<file path="src/hw/rtl/spt_pkg.sv">
`timescale 1ns / 1ps
// ============================================================================
// spt_pkg
// Shared types and constants of the sorted priority table: field widths,
// operation and status codes, the command and response words, and the
// control word that the sequencer broadcasts to the cell chain.
// ============================================================================
package spt_pkg;

    // Default sizes, handed to the top level parameters.
    localparam int CAPACITY_DEF = 64;
    localparam int KEY_BITS_DEF = 16;
    localparam int ID_BITS_DEF  = 16;

    // Fixed widths of the channel fields.
    localparam int OPCODE_W    = 2;
    localparam int KEY_W       = 16;
    localparam int ID_W        = 16;
    localparam int RANK_W      = 6;
    localparam int STATUS_W    = 2;
    localparam int COUNT_OUT_W = 7;

    // Operation codes.
    localparam logic [OPCODE_W-1:0] OP_INSERT = 2'd0;
    localparam logic [OPCODE_W-1:0] OP_READ   = 2'd1;
    localparam logic [OPCODE_W-1:0] OP_CLEAR  = 2'd2;

    // Status codes.
    localparam logic [STATUS_W-1:0] ST_OK    = 2'd0;
    localparam logic [STATUS_W-1:0] ST_FULL  = 2'd1;
    localparam logic [STATUS_W-1:0] ST_RANGE = 2'd2;

    // Command word.
    typedef struct packed {
        logic [OPCODE_W-1:0] opcode;
        logic [KEY_W-1:0]    entry_key;
        logic [ID_W-1:0]     entry_id;
        logic [RANK_W-1:0]   rank;
    } cmd_word_t;

    // Response word.
    typedef struct packed {
        logic [ID_W-1:0]        read_id;
        logic [KEY_W-1:0]       read_key;
        logic [STATUS_W-1:0]    status;
        logic [COUNT_OUT_W-1:0] entry_count;
    } rsp_word_t;

    // Control broadcast to every cell of the chain.
    typedef struct packed {
        logic insert;    // Place a new entry, sliding larger keys up by one.
        logic rd_load;   // Copy each cell's entry into its readout stage.
        logic rd_shift;  // Move the readout chain one cell toward the head.
    } cell_ctl_t;

endpackage

</file>
<file path="src/hw/rtl/spt_cell.sv">
`timescale 1ns / 1ps
// ============================================================================
// spt_cell
// One slot of the sorted chain. It holds one entry (key and id) and one
// readout stage. On an insert it keeps its entry, takes its left neighbor's
// entry, or takes the new entry; on a read the readout stages form a shift
// line that carries entries toward the head of the chain.
// ============================================================================
module spt_cell #(
    parameter int KEY_BITS = spt_pkg::KEY_BITS_DEF,
    parameter int ID_BITS  = spt_pkg::ID_BITS_DEF,
    parameter int COUNT_W  = 7,
    parameter int INDEX    = 0
) (
    input  logic                clk,
    input  spt_pkg::cell_ctl_t  ctl,
    input  logic [COUNT_W-1:0]  count,
    input  logic [KEY_BITS-1:0] new_key,
    input  logic [ID_BITS-1:0]  new_id,
    input  logic                left_place,
    input  logic [KEY_BITS-1:0] left_key,
    input  logic [ID_BITS-1:0]  left_id,
    input  logic [KEY_BITS-1:0] right_rd_key,
    input  logic [ID_BITS-1:0]  right_rd_id,
    output logic                place,
    output logic [KEY_BITS-1:0] key,
    output logic [ID_BITS-1:0]  id,
    output logic [KEY_BITS-1:0] rd_key,
    output logic [ID_BITS-1:0]  rd_id
);

    logic [KEY_BITS-1:0] key_reg;
    logic [ID_BITS-1:0]  id_reg;
    logic [KEY_BITS-1:0] rd_key_reg;
    logic [ID_BITS-1:0]  rd_id_reg;
    logic                occupied;
    logic                take_left;

    // A slot is occupied when its position lies below the fill count.
    assign occupied = (COUNT_W'(INDEX) < count);

    // The new entry lands at or before this slot when the slot is empty or
    // holds a strictly larger key; equal keys stay ahead of the new one.
    assign place     = !occupied || (key_reg > new_key);
    assign take_left = place && left_place;

    assign key    = key_reg;
    assign id     = id_reg;
    assign rd_key = rd_key_reg;
    assign rd_id  = rd_id_reg;

    // Entry storage: slide up from the left or take the new entry.
    always_ff @(posedge clk)
    begin
        if (ctl.insert && place)
        begin
            if (take_left)
            begin
                key_reg <= left_key;
                id_reg  <= left_id;
            end
            else
            begin
                key_reg <= new_key;
                id_reg  <= new_id;
            end
        end
    end

    // Readout stage: parallel load, then shift toward the head.
    always_ff @(posedge clk)
    begin
        if (ctl.rd_load)
        begin
            rd_key_reg <= key_reg;
            rd_id_reg  <= id_reg;
        end
        else if (ctl.rd_shift)
        begin
            rd_key_reg <= right_rd_key;
            rd_id_reg  <= right_rd_id;
        end
    end

endmodule

</file>
<file path="config.mk">
export PLATFORM = sky130hd
export DESIGN_NAME = spt_cell
export DESIGN_NICKNAME = d
export VERILOG_FILES = /design/src/hw/rtl/spt_pkg.sv /design/src/hw/rtl/spt_cell.sv
export SDC_FILE = /design/constraint.sdc
export NUM_CORES = 1
export LEC_CHECK = 0
export BUFFER_PORTS_ARGS = -buffer_cell sky130_fd_sc_hd__clkbuf_2
export CAP_MARGIN = 30
export CORE_AREA = 4 4 90 92
export CTS_CLUSTER_DIAMETER = 80
export DETAILED_ROUTE_END_ITERATION = 8
export DIE_AREA = 0 0 94 96
export PLACE_DENSITY = 0.8
export SYNTH_ARGS = -nofsm -noshare
export SYNTH_HDL_FRONTEND = slang
export SYNTH_SLANG_ARGS = --single-unit
</file>
<file path="constraint.sdc">
create_clock -name clk -period 3.7 [get_ports clk]
set_input_delay 0.74 -clock clk [delete_from_list [all_inputs] [get_ports clk]]
set_output_delay 0.74 -clock clk [all_outputs]
set_load 0.02 [all_outputs]
</file>
Word-level counts from Yosys, hierarchy flattened:

Cells that the tools add are included.

* bits in registers: 64
* input bits: 108

* $lt $le $gt $ge: 2
* muxes and demuxes: 6
* reduce and logical (&&, ||, !) cells: 5

Operators with widths (count)
* 2-to-1 mux 16 bit: 6
* greater-than comparator 16 bit: 1
* < comparator 1 x 7 -> 1 bit, first input constant: 1
* logical AND 1 bit: 2
* nonzero test 2 bit: 1
* zero test 1 bit: 1
* logical OR 1 bit: 1

Longest topological paths before layout:

Gate-level depths: netlist of the first run.

* word-level depth: 5
* mapped depth: 9
* gate-level depth less buffers: 8

Worst setup path before layout of the first run:

Ideal clock, no wire load.

* path kind: input port to flip-flop
* start: input port new_key[15]
* end: register id_reg[0] (netlist: id[0]) (enable)
* arrival time: 2.830 ns
* data required time: 3.308 ns
* setup slack: 0.478 ns
* stages on the path: 8
* buffers on the path: 0
* cell sequence: inv_1 > ha_1 > nand4_1 > nor4_1 > o21ai_0 > nand4b_1 > a21o_2 > and2_1

* cells in the longest elaborated chain, start to end: 3

RTL lines
* start: declaration: RTL line spt_cell.sv:18 `input logic [KEY_BITS-1:0] new_key,`
* greater-than comparator 16 bit: RTL line spt_cell.sv:44 `assign place = !occupied || (key_reg > new_key);`
* logical OR 1 bit: RTL line spt_cell.sv:44
* named net place: RTL line spt_cell.sv:25 `output logic place,`
* logical AND 1 bit: RTL line spt_cell.sv:55 `if (ctl.insert && place)`
* end signal: assignment: RTL line spt_cell.sv:60 `id_reg <= left_id;`
* end signal: assignment: RTL line spt_cell.sv:65 `id_reg <= new_id;`
* end: declaration: RTL line spt_cell.sv:33 `logic [ID_BITS-1:0] id_reg;`

The timed path passes the listed nets, and every way through them passes these cells.
A chain may end at the register's enable or synchronous reset.

Final worst setup path of the first run:

* start: input port new_key[15]
* end: output port place

* cells in the longest elaborated chain, start to end: 2

RTL lines (RTL line)
* greater-than comparator 16 bit: spt_cell.sv:44
* logical OR 1 bit: spt_cell.sv:44
* end: declaration: spt_cell.sv:25

No other way between the ends.

==> results.py, run 1 <==
metrics = {
    "power": {
        "seqPwrFrac_pct": 48.4,
        "p_int_mw": 1.38,
        "switching_share_pct": 26.5,
        "leakage_nw": 2.10,
        "power.switching_mw": 0.496,
        "finalPower_mw": 1.87,
        "comb_power_share_pct": 21.5,
        "power_density_mw_per_mm2": 421,
        "clkPwrFrac_pct": 30.1,
        "vdd_drop_max_mv": 0.224,
    },
    "global_routing": {
        "grt_max_degree": 33,
        "grt_pass1_wl_um": 12100,
        "grt_pass1_vias": 2471,
        "grt.total_usage_pct": 17.8,
        "grt_overflow": 0,
        "antenna_found_initial": 0,
    },
    "timing": {
        "period_needed_ps": 3310,
        "timing.fmax_mhz": 302,
        "finalHoldViolations": 0,
        "fin_crit_sh_pct": 89.5,
        "skew_ps": 7.13,
        "worst_slew_pin_slew_ps": 839,
        "rsz0062_at_grt": "false",
        "drv_slew": 0,
        "setup-tns-final_ps": 0,
        "slew_headroom_pct": 44.1,
        "setup_viol_count_final": 0,
    },
    "clock_tree": {
        "cts.clk_slew.worst_paths_ps": 60,
        "cts_max_path_buffers": 2,
        "ctsResizeCount": 0,
        "clk_latency_ps": 330,
        "cts_inserted_buffers": 9,
        "cts_sinks": 64,
        "clock-root-buffer": "clkbuf_8",
        "post-cts-setup-buffers": 0,
        "holdBufCountCts": 0,
        "cts_tree": "done",
        "h-tree-depth": 3,
    },
    "layout": {
        "syn_to_final_growth_pct": 34.1,
        "final_cells": 488,
        "antenna_cells": 0,
        "nNetsFinal": 508,
        "drive_above_1_share_pct": 66.1,
        "fillerInstances": 612,
    },
    "critical_path": {
        "crit_type": "in2out",
        "crit_path_start_kind": "primary input",
        "arrival_ps": 2570,
        "critPathRequiredTime_ps": 2960,
        "crit_path_max_fanout": 4,
        "cp-end-kind": "output port",
        "ff2ff_path_depth": 8,
    },
    "die": {
        "std_cell_rows": 31,
        "initial_core_util_pct": 46.0,
        "die_h_um": 96,
        "coreArea_mm2": 0.00721,
        "io_pins": 173,
        "dieArea_mm2": 0.00902,
        "die_w_um": 94,
    },
    "logic_synthesis": {
        "yosysWarnings": 0,
        "ys.flop_type": "edfxtp_1",
        "yosys.area.top_type_share_pct": 57.9,
        "syn_area_mm2": 0.00332,
        "ys_top_cells_by_area": "edfxtp_1 58%, mux2_4 14%, mux2_2 12%",
        "synth_commonest_cells": "64 x edfxtp_1, 34 x mux2_2, 30 x mux2_4, 18 x inv_1, 16 x ha_1",
        "syn_nets": 328,
        "synth-edff-count": 64,
        "yosys_register_bits": 64,
        "synth.most_common_cell": "edfxtp_1",
        "ys_types": 23,
        "async_reset_ff_share_pct": 0,
        "postSynthCellCount": 204,
        "seq_area_frac_synth_pct": 57.9,
        "avgSynthCellArea_um2": 16.3,
        "synth_largest_area_cell": "edfxtp_1",
    },
    "drt": {
        "drtAntennaViolNets": 0,
        "num_vias": 2355,
        "drc_errors": 0,
        "wl_per_cell_um": 16.6,
        "wl_um": 8080,
        "routed_via_density": 4.83,
        "firstDrtPassIters": 4,
        "drtIter0Drc": 53,
    },
    "place": {
        "dp_hpwl_um": 6350,
        "gp_congestion": 0.743,
        "portBuffers": 172,
        "placedCellCount": 472,
    },
    "run": {
        "cap_viol_max_count": 0,
    },
    "worst_hold_path": {
        "hold_class": "reg2reg",
        "holdPathStages": 1,
    },
    "outcome": {
        "status": "finished, final reports clean",
    },
}
==> per-layer routing <==
layer | share of wire [%] | up-vias | GRT usage [%]
met4 | 2.1 | 0 | 7.34
met1 | 39 | 1102 | 20.2
li1 | - | 1132 | -
met2 | 52 | 107 | 31.9
met5 | 0 | - | 0
met3 | 7.0 | 14 | 4.38
==> cell type report <==
type,instances,area [um^2],share of cell area (%)
repair buffers,176,903,20.3
well taps,99,124,2.78
inverters,18,67.6,1.52
multi-input cells,115,1250,28.2
clock buffers,11,131,2.95
flip-flops and latches,64,1920,43.2
clock inverters,5,47.5,1.07
==> cells by family (layout without fill, tap and decap cells) <==
| kind of cell | count (synthesis) | count (layout) | share of synthesized area, % |
|---|---|---|---|
| AO/OA/AOI/OAI | 12 | 12 | 2.38 |
| adder cells (fa/ha/maj) | 16 | 16 | 6.04 |
| buffers and inverters | 25 | 210 | 4.30 |
| flip-flops | 64 | 64 | 57.9 |
| multiplexers | 64 | 64 | 25.1 |
| AND/OR/NAND/NOR | 23 | 23 | 4.23 |
==> power by group through the flow <==
stage / sequential, mW / clock (mW) / combinational, mW
floorplan: 0.995 / 0 / 0.186
global placement: 0.921 / 0 / 0.396
detailed placement: 0.923 / 0 / 0.407
CTS: 0.907 / 0.580 / 0.409
global route: 0.913 / 0.611 / 0.434
finish: 0.906 / 0.565 / 0.403
==> stage by stage <==
step           util (%)  hold slack [ps]  setup WS (ps)  cell area (um^2)
6_report           61.7              575            388              4450
2_1_floorplan         -              717            478              3320
5_1_grt            61.7              602            313              4450
3_3_place_gp       59.2              558            502              4270
3_5_place_dp       59.2              564            291              4270
4_1_cts            61.7              579            412              4450
==> worst max-delay path, stage by stage <==
cell	delay (ps)
clkbuf_2	90
inv_1	40
ha_1	300
nand4_1	210
nor4_1	480
o21ai_0	250
nand4b_1	160
a21o_2	140
clkbuf_2	160
==> cells in the final DEF, fill, tap and decap left out, types with 3 or more instances in the layout <==
cell and instances:
buf_4 3, o21ai_0 3, a21oi_1 6, ha_1 16, mux2_4 30, clkbuf_2 172, nand4_1 4, nand2_1 7
clkbuf_8 9, inv_1 18, mux2_2 34, edfxtp_1 64, nor3_1 3
==> worst paths after layout <==
| check | startpoint | to | slack, ps |
|---|---|---|---|
| worst max-delay path | new_key[15] | place | 390 |
| worst min-delay path | id[14] | rd_id[14] | 570 |
| worst max register to register | key[15] | id[13] | 650 |
| worst min register to register | id[14] | rd_id[14] | 570 |
No activity file was read; power rests on OpenSTA's default activity.
==> inputs of run 2 (changes only) <==
--- a/config.mk
+++ b/config.mk
@@ -12,6 +12,7 @@
 export DETAILED_ROUTE_END_ITERATION = 8
 export DIE_AREA = 0 0 94 96
 export PLACE_DENSITY = 0.8
+export RECOVER_POWER = 25
 export SYNTH_ARGS = -nofsm -noshare
 export SYNTH_HDL_FRONTEND = slang
 export SYNTH_SLANG_ARGS = --single-unit
==> run 2 against run 1 <==
Against the previous run:
- the run now ends with max-capacitance violations, max-slew violations left
- clock skew up 0.67 ps
- largest cell class unchanged
- critical path depth unchanged
- fmax about the same
- worst setup slack about the same
- sequential cell count unchanged
==> results.py, run 2 (synthesized netlist as in run 1, its figures left out) <==
metrics = {
    "clock_tree": {
        "cts.clk_slew.worst_paths_ps": 60,
        "clock-root-buffer": "clkbuf_8",
        "clk_latency_ps": 330,
        "cts_inserted_buffers": 9,
        "cts_sinks": 64,
        "cts_tree": "done",
        "h-tree-depth": 3,
        "ctsResizeCount": 0,
        "cts_max_path_buffers": 2,
        "post-cts-setup-buffers": 0,
        "holdBufCountCts": 0,
    },
    "drt": {
        "wl_per_cell_um": 16.6,
        "drtIter0Drc": 52,
        "firstDrtPassIters": 4,
        "wl_um": 8080,
        "routed_via_density": 4.83,
        "drc_errors": 0,
        "num_vias": 2356,
        "drtAntennaViolNets": 0,
    },
    "place": {
        "portBuffers": 172,
        "gp_congestion": 0.743,
        "dp_hpwl_um": 6350,
    },
    "critical_path": {
        "arrival_ps": 2570,
        "critPathRequiredTime_ps": 2960,
        "r2r_end": "id[13]",
        "cp-end-kind": "output port",
        "ff2ff_setup_slack_ps": 640,
        "timing.rr.start": "key[15]",
        "crit_path_start_kind": "primary input",
        "crit_type": "in2out",
        "crit_path_max_fanout": 4,
        "ff2ff_path_depth": 8,
    },
    "global_routing": {
        "grt-busiest-layer": "met2",
        "grt.total_usage_pct": 17.8,
        "grt_max_degree": 33,
        "grt_pass1_vias": 2471,
        "antenna_found_initial": 0,
        "grt_overflow": 0,
        "met1_usage_pct": 20.2,
        "met2_usage_pct": 31.9,
        "use_met3_pct": 4.38,
        "grt_pass1_wl_um": 12100,
    },
    "worst_hold_path": {
        "hold_start": "id[14]",
        "hold_class": "reg2reg",
        "holdPathStages": 1,
        "min_to": "rd_id[14]",
    },
    "power": {
        "finalPower_mw": 1.87,
        "vdd_drop_max_mv": 0.223,
        "power_density_mw_per_mm2": 422,
        "leakage_nw": 2.09,
    },
    "timing": {
        "fin_crit_sh_pct": 89.5,
        "skew_ps": 7.81,
        "setup_viol_count_final": 0,
        "period_needed_ps": 3310,
        "slew_headroom_pct": -64.0,
        "drv_slew": 66,
        "rsz0062_at_grt": "false",
        "timing.fmax_mhz": 302,
        "finalHoldViolations": 0,
        "worst_slew_pin_slew_ps": 2460,
        "setup-tns-final_ps": 0,
    },
    "die": {
        "io_pins": 173,
        "std_cell_rows": 31,
        "dieArea_mm2": 0.00902,
        "die_w_um": 94,
        "die_h_um": 96,
        "coreArea_mm2": 0.00721,
        "initial_core_util_pct": 46.0,
    },
    "outcome": {
        "violations": "max-capacitance violations, max-slew violations",
        "status": "complete, but fails checks",
    },
    "layout": {
        "nNetsFinal": 508,
        "final_common_cell": "clkbuf_2",
        "layout_common_cells": "171 x clkbuf_2, 64 x edfxtp_1, 34 x mux2_2",
        "syn_to_final_growth_pct": 33.9,
        "drive_above_1_share_pct": 65.3,
        "antenna_cells": 0,
    },
    "run": {
        "cap_viol_max_count": 2,
    },
}
run 2: cell types whose count changed in the layout (fill, tap and decap cells not counted), sizes merged:
cell    change
buf         -1
clkbuf      +1
run 2: final cells by class:
cell class | instances | area, um^2
timing repair buffer | 176 | 898
tap | 99 | 124
clock buffer | 11 | 131
clock inverter | 5 | 47.5
sequential | 64 | 1920
fill | 612 | 2770
inverter | 18 | 67.6
multi-input combinational | 115 | 1250
run 2: layer usage:
| metal | wire [um] | vias up |
|---|---|---|
| met1 | 3170 | 1104 |
| met5 | 0 | - |
| li1 | - | 1132 |
| met4 | 164 | 0 |
| met3 | 553 | 13 |
| met2 | 4190 | 107 |
run 2: per-stage QoR:
step	utilization (%)	setup slack (ps)	cell area [um^2]	hold slack, ps	std cells
finish	61.6	388	4440	575	488
global route	61.6	313	4440	602	488
CTS	61.7	412	4450	579	488
detailed placement	59.2	291	4270	564	472
global placement	59.2	502	4270	558	472
floorplan	-	478	3320	717	204
run 2: worst max-delay path by stage:
stage | startpoint | to
floorplan | new_key[15] | id[0]
global placement | new_key[15] | key[3]
detailed placement | new_key[15] | id[13]
CTS | new_key[15] | place
global route | new_key[15] | place
finish | new_key[15] | place
run 2: power by group:
group / switching, mW / leakage [nW] / internal [mW]
combinational: 0.210 / 1.37 / 0.192
sequential: 0.0265 / 0.624 / 0.881
clock: 0.259 / 0.0922 / 0.305
run 2: worst max-delay path, stage by stage:
cell      delay, ps
clkbuf_2         90
inv_1            40
ha_1            300
nand4_1         210
nor4_1          480
o21ai_0         250
nand4b_1        160
a21o_2          140
clkbuf_2        160
